[src/hdl/skit_pkg.sv]
`timescale 1ns / 1ps
// ----------------------------------------------------------------------------
// skit_pkg: shared types and constants of the sorted key index table
// Table geometry, command and status codes, channel items and cell controls.
// ----------------------------------------------------------------------------
package skit_pkg;

  localparam int CAP   = 256;
  localparam int RID_W = 32;
  localparam int CNT_W = $clog2(CAP + 1);

  localparam logic [1:0] CMD_INSERT = 2'd0;
  localparam logic [1:0] CMD_DELETE = 2'd1;

  localparam logic [1:0] STS_OK        = 2'd0;
  localparam logic [1:0] STS_NOT_FOUND = 2'd1;
  localparam logic [1:0] STS_DUPLICATE = 2'd2;
  localparam logic [1:0] STS_FULL      = 2'd3;

  typedef enum logic {
    S_IDLE,
    S_EXEC
  } state_t;

  typedef struct packed {
    logic [1:0]         command;
    logic signed [31:0] key;
    logic [31:0]        rid_in;
  } in_item_t;

  typedef struct packed {
    logic [1:0]  status;
    logic [31:0] rid_out;
    logic [8:0]  entry_count;
  } out_item_t;

  // Broadcast from the controller to every cell.
  typedef struct packed {
    logic               cmp;
    logic               ins;
    logic               del;
    logic signed [31:0] key;
    logic [RID_W-1:0]   rid;
  } cell_ctrl_t;

endpackage

[src/hdl/skit_cell.sv]
`timescale 1ns / 1ps
// ----------------------------------------------------------------------------
// skit_cell: one entry of the sorted table
// Holds a key and identifier, compares against the broadcast key and
// shifts up or down with its neighbors on insert and delete.
// ----------------------------------------------------------------------------
module skit_cell (
  input  logic                      clk,
  input  skit_pkg::cell_ctrl_t      ctrl,
  input  logic                      valid,
  input  logic                      prev_lt,
  input  logic signed [31:0]        prev_key,
  input  logic [skit_pkg::RID_W-1:0] prev_rid,
  input  logic signed [31:0]        next_key,
  input  logic [skit_pkg::RID_W-1:0] next_rid,
  output logic signed [31:0]        key,
  output logic [skit_pkg::RID_W-1:0] rid,
  output logic                      lt,
  output logic                      eq,
  output logic [skit_pkg::RID_W-1:0] rid_sel
);
  import skit_pkg::*;

  logic signed [31:0] key_r;
  logic [RID_W-1:0]   rid_r;
  logic               lt_r;
  logic               eq_r;

  always_ff @(posedge clk) begin
    if (ctrl.cmp) begin
      lt_r <= valid && (key_r < ctrl.key);
      eq_r <= valid && (key_r == ctrl.key);
    end
  end

  // Cells at or above the lower bound move; those below it keep their entry.
  always_ff @(posedge clk) begin
    if (ctrl.ins && !lt_r) begin
      if (prev_lt) begin
        key_r <= ctrl.key;
        rid_r <= ctrl.rid;
      end else begin
        key_r <= prev_key;
        rid_r <= prev_rid;
      end
    end else if (ctrl.del && !lt_r) begin
      key_r <= next_key;
      rid_r <= next_rid;
    end
  end

  assign key     = key_r;
  assign rid     = rid_r;
  assign lt      = lt_r;
  assign eq      = eq_r;
  assign rid_sel = eq_r ? rid_r : '0;

endmodule

[config.mk]
export PLATFORM = sky130hd
export DESIGN_NAME = skit_cell
export DESIGN_NICKNAME = d
export VERILOG_FILES = /design/src/hdl/skit_pkg.sv /design/src/hdl/skit_cell.sv
export SDC_FILE = /design/constraint.sdc
export NUM_CORES = 1
export LEC_CHECK = 0
export ABC_CLOCK_PERIOD_IN_PS = 5800
export BUFFER_PORTS_ARGS = -buffer_cell sky130_fd_sc_hd__buf_2
export CORE_MARGIN = 2
export CORE_UTILIZATION = 35
export DETAILED_ROUTE_END_ITERATION = 10
export PLACE_DENSITY = 0.69
export SLEW_MARGIN = 25
export SYNTH_ARGS = -nofsm -noshare
export SYNTH_HDL_FRONTEND = slang
export SYNTH_SLANG_ARGS = --single-unit
[constraint.sdc]
create_clock -name clk -period 5.8 [get_ports clk]
set_clock_uncertainty 0.1 [all_clocks]
set_input_delay 0.29 -clock clk [delete_from_list [all_inputs] [get_ports clk]]
set_output_delay 0.29 -clock clk [all_outputs]
set_load 0.05 [all_outputs]
==> impl_summary.log, run 1 <==
[metrics] fill count: 1,131
[metrics] number of distinct standard cells referenced by the synthesized netlist: 25
[metrics] worst slack at placement: 3.486 ns
[metrics] endpoint type of the worst setup path: register
[metrics] Syn-to-layout area delta: 44.00%
[metrics] Synth Register Bits: 66
[metrics] clock latency on the worst-skew pair: 0.32 ns
[metrics] Post-DRT Antenna Nets: 0
[metrics] worst ir drop on vdd: 0.0001528 V
[metrics] cell taking the most area after synthesis: sky130_fd_sc_hd__edfxtp_1
[metrics] unrepaired setup endpoints after global routing: no
[metrics] proportion of synthesized chip area in sequential cells: 45.56%
[metrics] deepest clock path buffer count: 2
[metrics] Syn. warnings: 0
[metrics] net count reported at finish: 949
[metrics] Final Instance Area: 6265 sq um
[metrics] proportion of netlist area held by the largest area contributor: 45.56%
[metrics] post-cts repair resize count: 0
[metrics] total die area: 13,340 sq um
[metrics] peak clock frequency supported by timing: 450.0 MHz
[metrics] synthesized instance count: 435
[metrics] setup repair bufs after CTS: 0
[metrics] input/output buffers: 295
[metrics] placer congestion estimate: 0.8195
[metrics] DRC violations left: 0
[metrics] average wire length per cell after detail routing: 15.00 microns
[metrics] ratio of cells with drive above 1 in the final layout: 44.06%
[metrics] num rows: 40
[metrics] Diodes inserted: 0
[metrics] first-pass GRT wire length: 19,600 microns
[metrics] P per Cell Area: 275.9 nW/um^2
[metrics] switching power: 626.8 uW
[metrics] Vias per Instance: 4.700
[metrics] H-tree levels: 3
[metrics] total power: 1.729 mW
[metrics] die extent in x: 115.5 microns
[metrics] cell types with the largest area share after synthesis: sky130_fd_sc_hd__edfxtp_1, sky130_fd_sc_hd__mux2i_1, sky130_fd_sc_hd__ha_1
[metrics] part of the power in the clock network: 30.7%
[metrics] maximum fanout along the worst path: 75
[metrics] aggregate routed wire length: 13,380 microns
[metrics] remaining global-route overflow: 0
[metrics] detailed-routing iteration count for the pre-antenna-repair pass: 4
[metrics] routed via count: 4,192
[metrics] design internal power: 1.102 mW
[metrics] Post-DP HPWL: 10,690 microns
[metrics] max-capacitance violation count: 0
[metrics] most frequent cells after synthesis: sky130_fd_sc_hd__nand2_1, sky130_fd_sc_hd__edfxtp_1, sky130_fd_sc_hd__mux2i_1
[metrics] status: finished clean
[metrics] Worst Max-Slew Pin Slew: 0.7875 ns
[metrics] Placed Area: 5966 sq um
[metrics] kind of launch point of the worst setup path: register
[metrics] largest net degree at the start of global routing: 76
[metrics] final critical delay including setup and external delays: 2.222 ns
[metrics] cell area after synthesis: 4350 sq um
[metrics] data required time at the worst endpoint: 5.73 ns
[metrics] root buffer cell: sky130_fd_sc_hd__clkbuf_16
[metrics] clock transition at the registers of the reported paths: 0.05 ns
[metrics] starting density of the core: 36.07%
[metrics] share of the clock period used by the worst path after layout: 38.32%
[metrics] Top-Level Pins: 296
[metrics] aggregate global-route resource usage: 19.14%
[metrics] final hold viol count: 0
[metrics] clock tree from TritonCTS: built
[metrics] Switching Share: 36.26%
[metrics] post-route setup TNS: 0 ns
[metrics] Sink Count: 66
[metrics] final worst slack: 3.578 ns
[metrics] critical path type: reg2reg
[metrics] Max transition margin: 47.37%
[metrics] core area: 12,060 sq um
[metrics] cell with the most instances after synthesis: sky130_fd_sc_hd__nand2_1
[metrics] Synthesized Nets: 665
[metrics] combinational power share: 32.8%
[metrics] setup violators final: 0
[metrics] clock buffer count from CTS: 9
[metrics] Arrival @ worst endpoint: 2.16 ns
[metrics] dominant synthesized flop cell: sky130_fd_sc_hd__edfxtp_1
[metrics] syn avg cell area: 10.00 sq um
[metrics] CTS hold repair buffers: 0
[metrics] number of enable-type register cells in the synthesized netlist: 66
[metrics] min-delay worst type: in2reg
[metrics] ys async rst share: 0%
[metrics] number of antenna violations at the first check in global routing: 0
[metrics] leakage power of the design: 3.274 nW
[metrics] sequential share of power: 36.5%
[metrics] y dimension of the die: 115.5 microns
[metrics] violation count after the first detailed-route iteration: 126
[metrics] number of global-route vias before repair: 4,103
[metrics] post-layout utilization of the core: 51.94%
[metrics] Pins Over Slew Limit: 0
[power by group through the flow]
stage | Clock [mW] | Sequential, mW | Combinational [mW]
finish | 0.531 | 0.631 | 0.567
global route | 0.569 | 0.636 | 0.613
CTS | 0.548 | 0.632 | 0.573
detailed placement | 0 | 0.641 | 0.572
global placement | 0 | 0.638 | 0.563
floorplan | 0 | 0.813 | 0.218
[cell usage in the layout (no fill, tap or decap), types with 2 or more instances in the layout]
master / instances
sky130_fd_sc_hd__buf_2: 294
sky130_fd_sc_hd__nand2_1: 72
sky130_fd_sc_hd__edfxtp_1: 66
sky130_fd_sc_hd__mux2i_1: 65
sky130_fd_sc_hd__o21ai_1: 61
sky130_fd_sc_hd__inv_1: 34
sky130_fd_sc_hd__and2_1: 32
sky130_fd_sc_hd__ha_1: 32
sky130_fd_sc_hd__a21oi_1: 14
sky130_fd_sc_hd__clkbuf_16: 9
sky130_fd_sc_hd__o21ai_0: 8
sky130_fd_sc_hd__nand4_1: 5
sky130_fd_sc_hd__nor2_1: 3
sky130_fd_sc_hd__nand3_1: 3
sky130_fd_sc_hd__clkinvlp_4: 3
sky130_fd_sc_hd__o21a_1: 2
sky130_fd_sc_hd__a21o_1: 2
sky130_fd_sc_hd__a21oi_2: 2
sky130_fd_sc_hd__buf_4: 2
[worst max-delay path, cell delays in order, from the launching register on]
cell and delay [ns]:
sky130_fd_sc_hd__edfxtp_1 0.41, sky130_fd_sc_hd__nand2b_4 0.48, sky130_fd_sc_hd__buf_4 0.65, sky130_fd_sc_hd__o21ai_0 0.22
[sequential cells by signal (all words and copies together), names as in the netlist]
register  cells
eq            1
lt            1
rid          32
key          32
[layer usage]
metal | GRT usage (%) | share of wire [%] | vias to the layer above
li1 | - | - | 2107
met1 | 21.43 | 40 | 1885
met2 | 35.24 | 51 | 184
met3 | 4.655 | 7.8 | 16
met4 | 6.827 | 1.6 | 0
met5 | 0 | 0 | -
[logic make-up after synthesis]
| kind of cell | after synthesis | share of synthesized area [%] |
|---|---|---|
| AND/OR/NAND/NOR | 123 | 13.52 |
| AO/OA/AOI/OAI | 91 | 11.45 |
| flip-flops | 66 | 45.56 |
| multiplexers | 65 | 14.96 |
| buffers and inverters | 58 | 5.321 |
| adder cells (fa/ha/maj) | 32 | 9.203 |
[through the flow]
stage / hold WS, ns / cells
global placement: 0.4660 / 876
floorplan: 0.3025 / 435
finish: 0.1295 / 892
detailed placement: 0.4618 / 876
CTS: 0.1200 / 892
global route: 0.1212 / 892
[final timing paths]
path / start / to / slack, ns / depth (start not counted)
hold / removal: ctrl[66] / eq / 0.13 / 1
setup / recovery: lt / rid[0] / 3.58 / 3
setup reg to reg: lt / rid[0] / 3.58 / 3
hold reg to reg: lt / key[20] / 0.69 / 1
[final cells by class]
cell class	count	area, sq um	share of cell area, %
tap	168	210.2	3.355
timing repair buffer	297	1498	23.91
sequential	66	1982	31.64
multi-input combinational	311	2152	34.35
clock inverter	7	70.07	1.118
inverter	34	127.6	2.037
clock buffer	9	225.2	3.595
Note: power is estimated with default switching activity, not from simulation.
==> inputs of run 2 (changes only) <==
--- a/config.mk
+++ b/config.mk
@@ -5,12 +5,12 @@
 export SDC_FILE = /design/constraint.sdc
 export NUM_CORES = 1
 export LEC_CHECK = 0
-export ABC_CLOCK_PERIOD_IN_PS = 5800
+export ABC_CLOCK_PERIOD_IN_PS = 1900
 export BUFFER_PORTS_ARGS = -buffer_cell sky130_fd_sc_hd__buf_2
 export CORE_MARGIN = 2
 export CORE_UTILIZATION = 35
 export DETAILED_ROUTE_END_ITERATION = 10
-export PLACE_DENSITY = 0.69
+export PLACE_DENSITY = 0.72
 export SLEW_MARGIN = 25
 export SYNTH_ARGS = -nofsm -noshare
 export SYNTH_HDL_FRONTEND = slang
==> constraint.sdc (replaced) <==
create_clock -name clk -period 1.9 [get_ports clk]
set_clock_uncertainty 0.1 [all_clocks]
set_input_delay 0.095 -clock clk [delete_from_list [all_inputs] [get_ports clk]]
set_output_delay 0.095 -clock clk [all_outputs]
set_load 0.05 [all_outputs]
==> impl_summary.log, run 2 (same netlist as run 1, synthesis figures left out) <==
[metrics] status: finished, violations left
[metrics] violated checks: negative setup slack
[metrics] final hold viol count: 0
[metrics] chain of cells forming the critical path: ha_4 -> nand4_1 -> nor4_4 -> a22oi_2 -> a21oi_2 -> mux2i_1
[metrics] setup violators final: 1
[metrics] die extent in x: 115.5 microns
[metrics] fin cells: 961
[metrics] fill count: 1,008
[metrics] worst setup path startpoint: key[8]
[metrics] violation count after the first detailed-route iteration: 148
[metrics] Max transition margin: 76.07%
[metrics] Post-DP HPWL: 10,510 microns
[metrics] P per Cell Area: 741.2 nW/um^2
[metrics] DRC violations left: 0
[metrics] most common cell after layout, fill and taps aside: sky130_fd_sc_hd__buf_2
[metrics] aggregate global-route resource usage: 20.37%
[metrics] number of global-route vias before repair: 4,587
[metrics] remaining global-route overflow: 0
[metrics] max-capacitance violation count: 0
[metrics] number of antenna violations at the first check in global routing: 2
[metrics] DP Cell Count: 885
[metrics] reg-to-reg slack, setup: -0.08 ns
[metrics] largest net degree at the start of global routing: 65
[metrics] detailed-routing iteration count for the pre-antenna-repair pass: 4
[metrics] placer congestion estimate: 0.8005
[metrics] y dimension of the die: 115.5 microns
[metrics] share of the clock period used by the worst path after layout: 104.0%
[metrics] clock buffer count from CTS: 9
[metrics] Vias per Instance: 4.728
[metrics] Worst Max-Slew Pin Slew: 0.3590 ns
[metrics] number of cells on the worst hold path: 3
[metrics] kind of launch point of the worst setup path: register
[metrics] input/output buffers: 295
[metrics] R2R cell count: 6
[metrics] clock tree from TritonCTS: built
[metrics] starting density of the core: 36.07%
[metrics] Pins Over Slew Limit: 0
[metrics] deepest clock path buffer count: 2
[metrics] peak clock frequency supported by timing: 506.2 MHz
[metrics] critical path type: reg2reg
[metrics] endpoint type of the worst setup path: register
[metrics] leakage power of the design: 3.635 nW
[metrics] net count reported at finish: 1,020
[metrics] endpoint of the lowest-slack register-to-register path: lt
[metrics] final worst slack: -0.07543 ns
[metrics] H-tree levels: 3
[metrics] endpoint of the worst hold-timing path: key[19]
[metrics] clock latency on the worst-skew pair: 0.32 ns
[metrics] first-pass GRT wire length: 21,050 microns
[metrics] maximum fanout along the worst path: 2
[metrics] core area: 12,060 sq um
[metrics] top library cells by usage in the layout, fill and taps aside: sky130_fd_sc_hd__buf_2, sky130_fd_sc_hd__nand2_1, sky130_fd_sc_hd__edfxtp_1
[metrics] clock transition at the registers of the reported paths: 0.05 ns
[metrics] min-delay worst type: in2reg
[metrics] worst r2r src: key[8]
[metrics] Post-DRT Antenna Nets: 0
[metrics] average wire length per cell after detail routing: 14.89 microns
[metrics] data required time at the worst endpoint: 1.96 ns
[metrics] num rows: 40
[metrics] post-layout utilization of the core: 58.85%
[metrics] unrepaired setup endpoints after global routing: yes
[metrics] Arrival @ worst endpoint: 2.04 ns
[metrics] Top-Level Pins: 296
[metrics] Max stage delay on crit path: 0.43 ns
[metrics] root buffer cell: sky130_fd_sc_hd__clkbuf_16
[metrics] worst hold margin: 0.01001 ns
[metrics] Syn-to-layout area delta: 63.16%
[metrics] crit path max-delay cell type: sky130_fd_sc_hd__edfxtp_1
[metrics] total power: 5.261 mW
[metrics] total die area: 13,340 sq um
[metrics] Worst Min Path Start: next_key[19]
[metrics] Sink Count: 66
[metrics] worst ir drop on vdd: 0.0003900 V
[metrics] routed via count: 4,544
[metrics] ratio of cells with drive above 1 in the final layout: 42.55%
[metrics] final critical delay including setup and external delays: 1.975 ns
[metrics] aggregate routed wire length: 14,310 microns
## run 2: changes by cell type in the layout (fill, tap and decap cells not counted), sizes merged
cell	before	now
bufinv	1	0
buf	297	308
dlygate4sd3	0	60
clkbuf	9	12
clkinvlp	3	0
clkinv	3	1
diode	0	1
## run 2: how the worst max path moves through the flow
stage / end / cells after the start
floorplan: key[0] / 1
global placement: lt / 6
detailed placement: lt / 6
CTS: lt / 6
global route: lt / 6
finish: lt / 6
## run 2: worst max-delay path, delay by kind of cell, from the launching register on
kind | cells | cell delay, ns
compound gates | 2 | 0.25
fa+ha+maj | 1 | 0.30
mux | 1 | 0.21
simple gates | 2 | 0.54
flops | 1 | 0.43
## run 2: report_power, final
part           leakage, nW  switching [mW]  internal [mW]  total, mW
clock                0.118           0.547          0.859       1.41
combinational         2.87            1.27          0.669       1.94
sequential           0.651          0.0868           1.83       1.91
## run 2: stage by stage
stage | setup TNS (ns) | setup WS, ns | area [sq um]
floorplan | -17.58 | -0.2720 | 4418
global placement | -0.01412 | -0.01412 | 6156
detailed placement | -0.2031 | -0.1329 | 6156
CTS | -0.09142 | -0.09142 | 7019
global route | -0.2278 | -0.1604 | 7098
finish | -0.07543 | -0.07543 | 7098
## run 2: final cells by class
| type | count | area [sq um] | share of cell area [%] |
|---|---|---|---|
| inverter | 34 | 127.6 | 1.798 |
| timing repair buffer | 368 | 2243 | 31.61 |
| sequential | 66 | 1982 | 27.92 |
| clock inverter | 1 | 5.005 | 0.07051 |
| antenna | 1 | 2.502 | 0.03525 |
| multi-input combinational | 311 | 2291 | 32.28 |
| tap | 168 | 210.2 | 2.961 |
| clock buffer | 12 | 236.5 | 3.332 |
## run 2: what timing repair did
action                     in CTS  in global routing
hold buffers                   60                  0
hold endpoints to repair       61                  0
setup endpoints to repair       2                  2
resized for setup               2                  9
buffers inserted                0                  2
pin swaps                       3                  8
## run 2: routing by layer
layer  routed length (microns)  up-vias  GRT usage [%]  part of all wire, %
li1                          -     2252              -                    -
met4                       391        2          9.478                  2.7
met5                        16        -              0                 0.11
met3                      1007       32          4.446                  7.0
met1                      5616     2057          21.85                   39
met2                      7277      201          37.93                   51
==> inputs of run 3 (changes only) <==
--- a/config.mk
+++ b/config.mk
@@ -11,6 +11,7 @@
 export CORE_UTILIZATION = 35
 export DETAILED_ROUTE_END_ITERATION = 10
 export PLACE_DENSITY = 0.72
+export SKIP_CTS_REPAIR_TIMING = 1
 export SLEW_MARGIN = 25
 export SYNTH_ARGS = -nofsm -noshare
 export SYNTH_HDL_FRONTEND = slang
==> constraint.sdc (replaced) <==
create_clock -name clk -period 1.9 [get_ports clk]
set_clock_uncertainty 0.1 [all_clocks]
set_input_delay 0.38 -clock clk [delete_from_list [all_inputs] [get_ports clk]]
set_output_delay 0.38 -clock clk [all_outputs]
set_load 0.05 [all_outputs]
==> impl_summary.log, run 3 (same netlist as run 1, synthesis figures left out) <==
[metrics] average wire length per cell after detail routing: 14.06 microns
[metrics] worst hold margin: 0.1826 ns
[metrics] R2R cell count: 6
[metrics] Pins Over Slew Limit: 0
[metrics] H-tree levels: 3
[metrics] starting density of the core: 36.07%
[metrics] deepest clock path buffer count: 2
[metrics] root buffer cell: sky130_fd_sc_hd__clkbuf_16
[metrics] Max transition margin: 79.80%
[metrics] violation count after the first detailed-route iteration: 150
[metrics] Worst Max-Slew Pin Slew: 0.3005 ns
[metrics] placer congestion estimate: 0.8127
[metrics] endpoint type of the worst setup path: register
[metrics] peak clock frequency supported by timing: 514.0 MHz
[metrics] final critical delay including setup and external delays: 1.946 ns
[metrics] Syn-to-layout area delta: 50.85%
[metrics] Top-Level Pins: 296
[metrics] number of cells on the worst hold path: 1
[metrics] max-capacitance violation count: 0
[metrics] largest net degree at the start of global routing: 61
[metrics] status: finished, violations left
[metrics] Final Instance Area: 6563 sq um
[metrics] top library cells by usage in the layout, fill and taps aside: sky130_fd_sc_hd__buf_2, sky130_fd_sc_hd__nand2_1, sky130_fd_sc_hd__edfxtp_1
[metrics] total die area: 13,340 sq um
[metrics] share of the clock period used by the worst path after layout: 102.4%
[metrics] maximum fanout along the worst path: 3
[metrics] DP Cell Count: 895
[metrics] data required time at the worst endpoint: 1.86 ns
[metrics] post-route setup TNS: -0.04559 ns
[metrics] input/output buffers: 295
[metrics] violated checks: negative setup slack
[metrics] fin cells: 910
[metrics] number of global-route vias before repair: 3,968
[metrics] kind of launch point of the worst setup path: register
[metrics] worst ir drop on vdd: 0.0003973 V
[metrics] Worst Min Path Start: ctrl[66]
[metrics] die extent in x: 115.5 microns
[metrics] worst setup path startpoint: key[19]
[metrics] P per Cell Area: 785.6 nW/um^2
[metrics] unrepaired setup endpoints after global routing: yes
[metrics] worst slack at placement: -0.1954 ns
[metrics] endpoint of the worst hold-timing path: eq
[metrics] y dimension of the die: 115.5 microns
[metrics] leakage power of the design: 3.396 nW
[metrics] final worst slack: -0.04559 ns
[metrics] clock buffer count from CTS: 9
[metrics] num rows: 40
[metrics] setup violators final: 1
[metrics] final hold viol count: 0
[metrics] ratio of cells with drive above 1 in the final layout: 46.56%
[metrics] critical path type: reg2reg
[metrics] remaining global-route overflow: 0
[metrics] clock transition at the registers of the reported paths: 0.05 ns
[metrics] fill count: 1,068
[metrics] Vias per Instance: 4.671
[metrics] most common cell after layout, fill and taps aside: sky130_fd_sc_hd__buf_2
[metrics] clock latency on the worst-skew pair: 0.33 ns
[metrics] reg-to-reg slack, setup: -0.05 ns
[metrics] Post-DRT Antenna Nets: 0
[metrics] endpoint of the lowest-slack register-to-register path: lt
[metrics] min-delay worst type: in2reg
[metrics] Post-DP HPWL: 10,410 microns
[metrics] detailed-routing iteration count for the pre-antenna-repair pass: 5
[metrics] net count reported at finish: 969
[metrics] worst r2r src: key[19]
[metrics] Placed Area: 6243 sq um
[metrics] aggregate routed wire length: 12,790 microns
[metrics] Sink Count: 66
[metrics] core area: 12,060 sq um
[metrics] Arrival @ worst endpoint: 1.91 ns
[metrics] number of antenna violations at the first check in global routing: 2
[metrics] clock tree from TritonCTS: built
[metrics] DRC violations left: 0
[metrics] aggregate global-route resource usage: 18.48%
[metrics] first-pass GRT wire length: 18,890 microns
[metrics] routed via count: 4,251
==> run 3: changes by cell type in the layout (fill, tap and decap cells not counted), sizes merged <==
| cell | change |
|---|---|
| buf | +8 |
| clkinv | +1 |
| dlygate4sd3 | -60 |
==> run 3: power by group <==
part,switching (mW),total [mW],leakage (nW),internal [mW]
registers,0.0953,1.92,0.651,1.83
clock network,0.549,1.40,0.116,0.850
logic,1.22,1.83,2.63,0.611
==> run 3: final cells by class <==
cell class	count	area, sq um	share of cell area [%]
well taps	168	210.2	3.203
repair buffers	317	1729	26.35
flip-flops and latches	66	1982	30.20
clock inverters	2	7.507	0.1144
multi-input cells	311	2271	34.60
diodes	1	2.502	0.03813
inverters	34	127.6	1.945
clock buffers	11	232.7	3.546
==> run 3: how the worst max path moves through the flow <==
stage	to	slack, ns	depth (start not counted)
6_report	lt	-0.05	6
5_1_grt	lt	-0.18	6
4_1_cts	lt	-0.09	6
3_5_place_dp	lt	-0.20	8
3_3_place_gp	lt	-0.1	8
2_1_floorplan	key[0]	-0.27	1
==> run 3: routing by layer <==
metal	track usage, %	up-vias	share of wire [%]
li1	-	2146	-
met1	21.70	1887	40
met2	32.24	194	51
met3	5.596	22	7.6
met4	6.104	2	1.6
met5	0	-	0.10
==> run 3: stage by stage <==
step,power (mW),util (%)
after global routing,5.432,54.39
after global placement,3.743,51.76
after CTS,5.198,53.76
after floorplan,3.165,-
final,5.155,54.41
after detailed placement,3.780,51.76
==> run 3: critical path, cell delays in order (launching register included) <==
cell and delay [ns]:
sky130_fd_sc_hd__edfxtp_1 0.45, sky130_fd_sc_hd__ha_4 0.30, sky130_fd_sc_hd__nand4_1 0.17, sky130_fd_sc_hd__nor4_4 0.37, sky130_fd_sc_hd__nor2_1 0.08, sky130_fd_sc_hd__a21oi_2 0.13, sky130_fd_sc_hd__mux2i_1 0.08
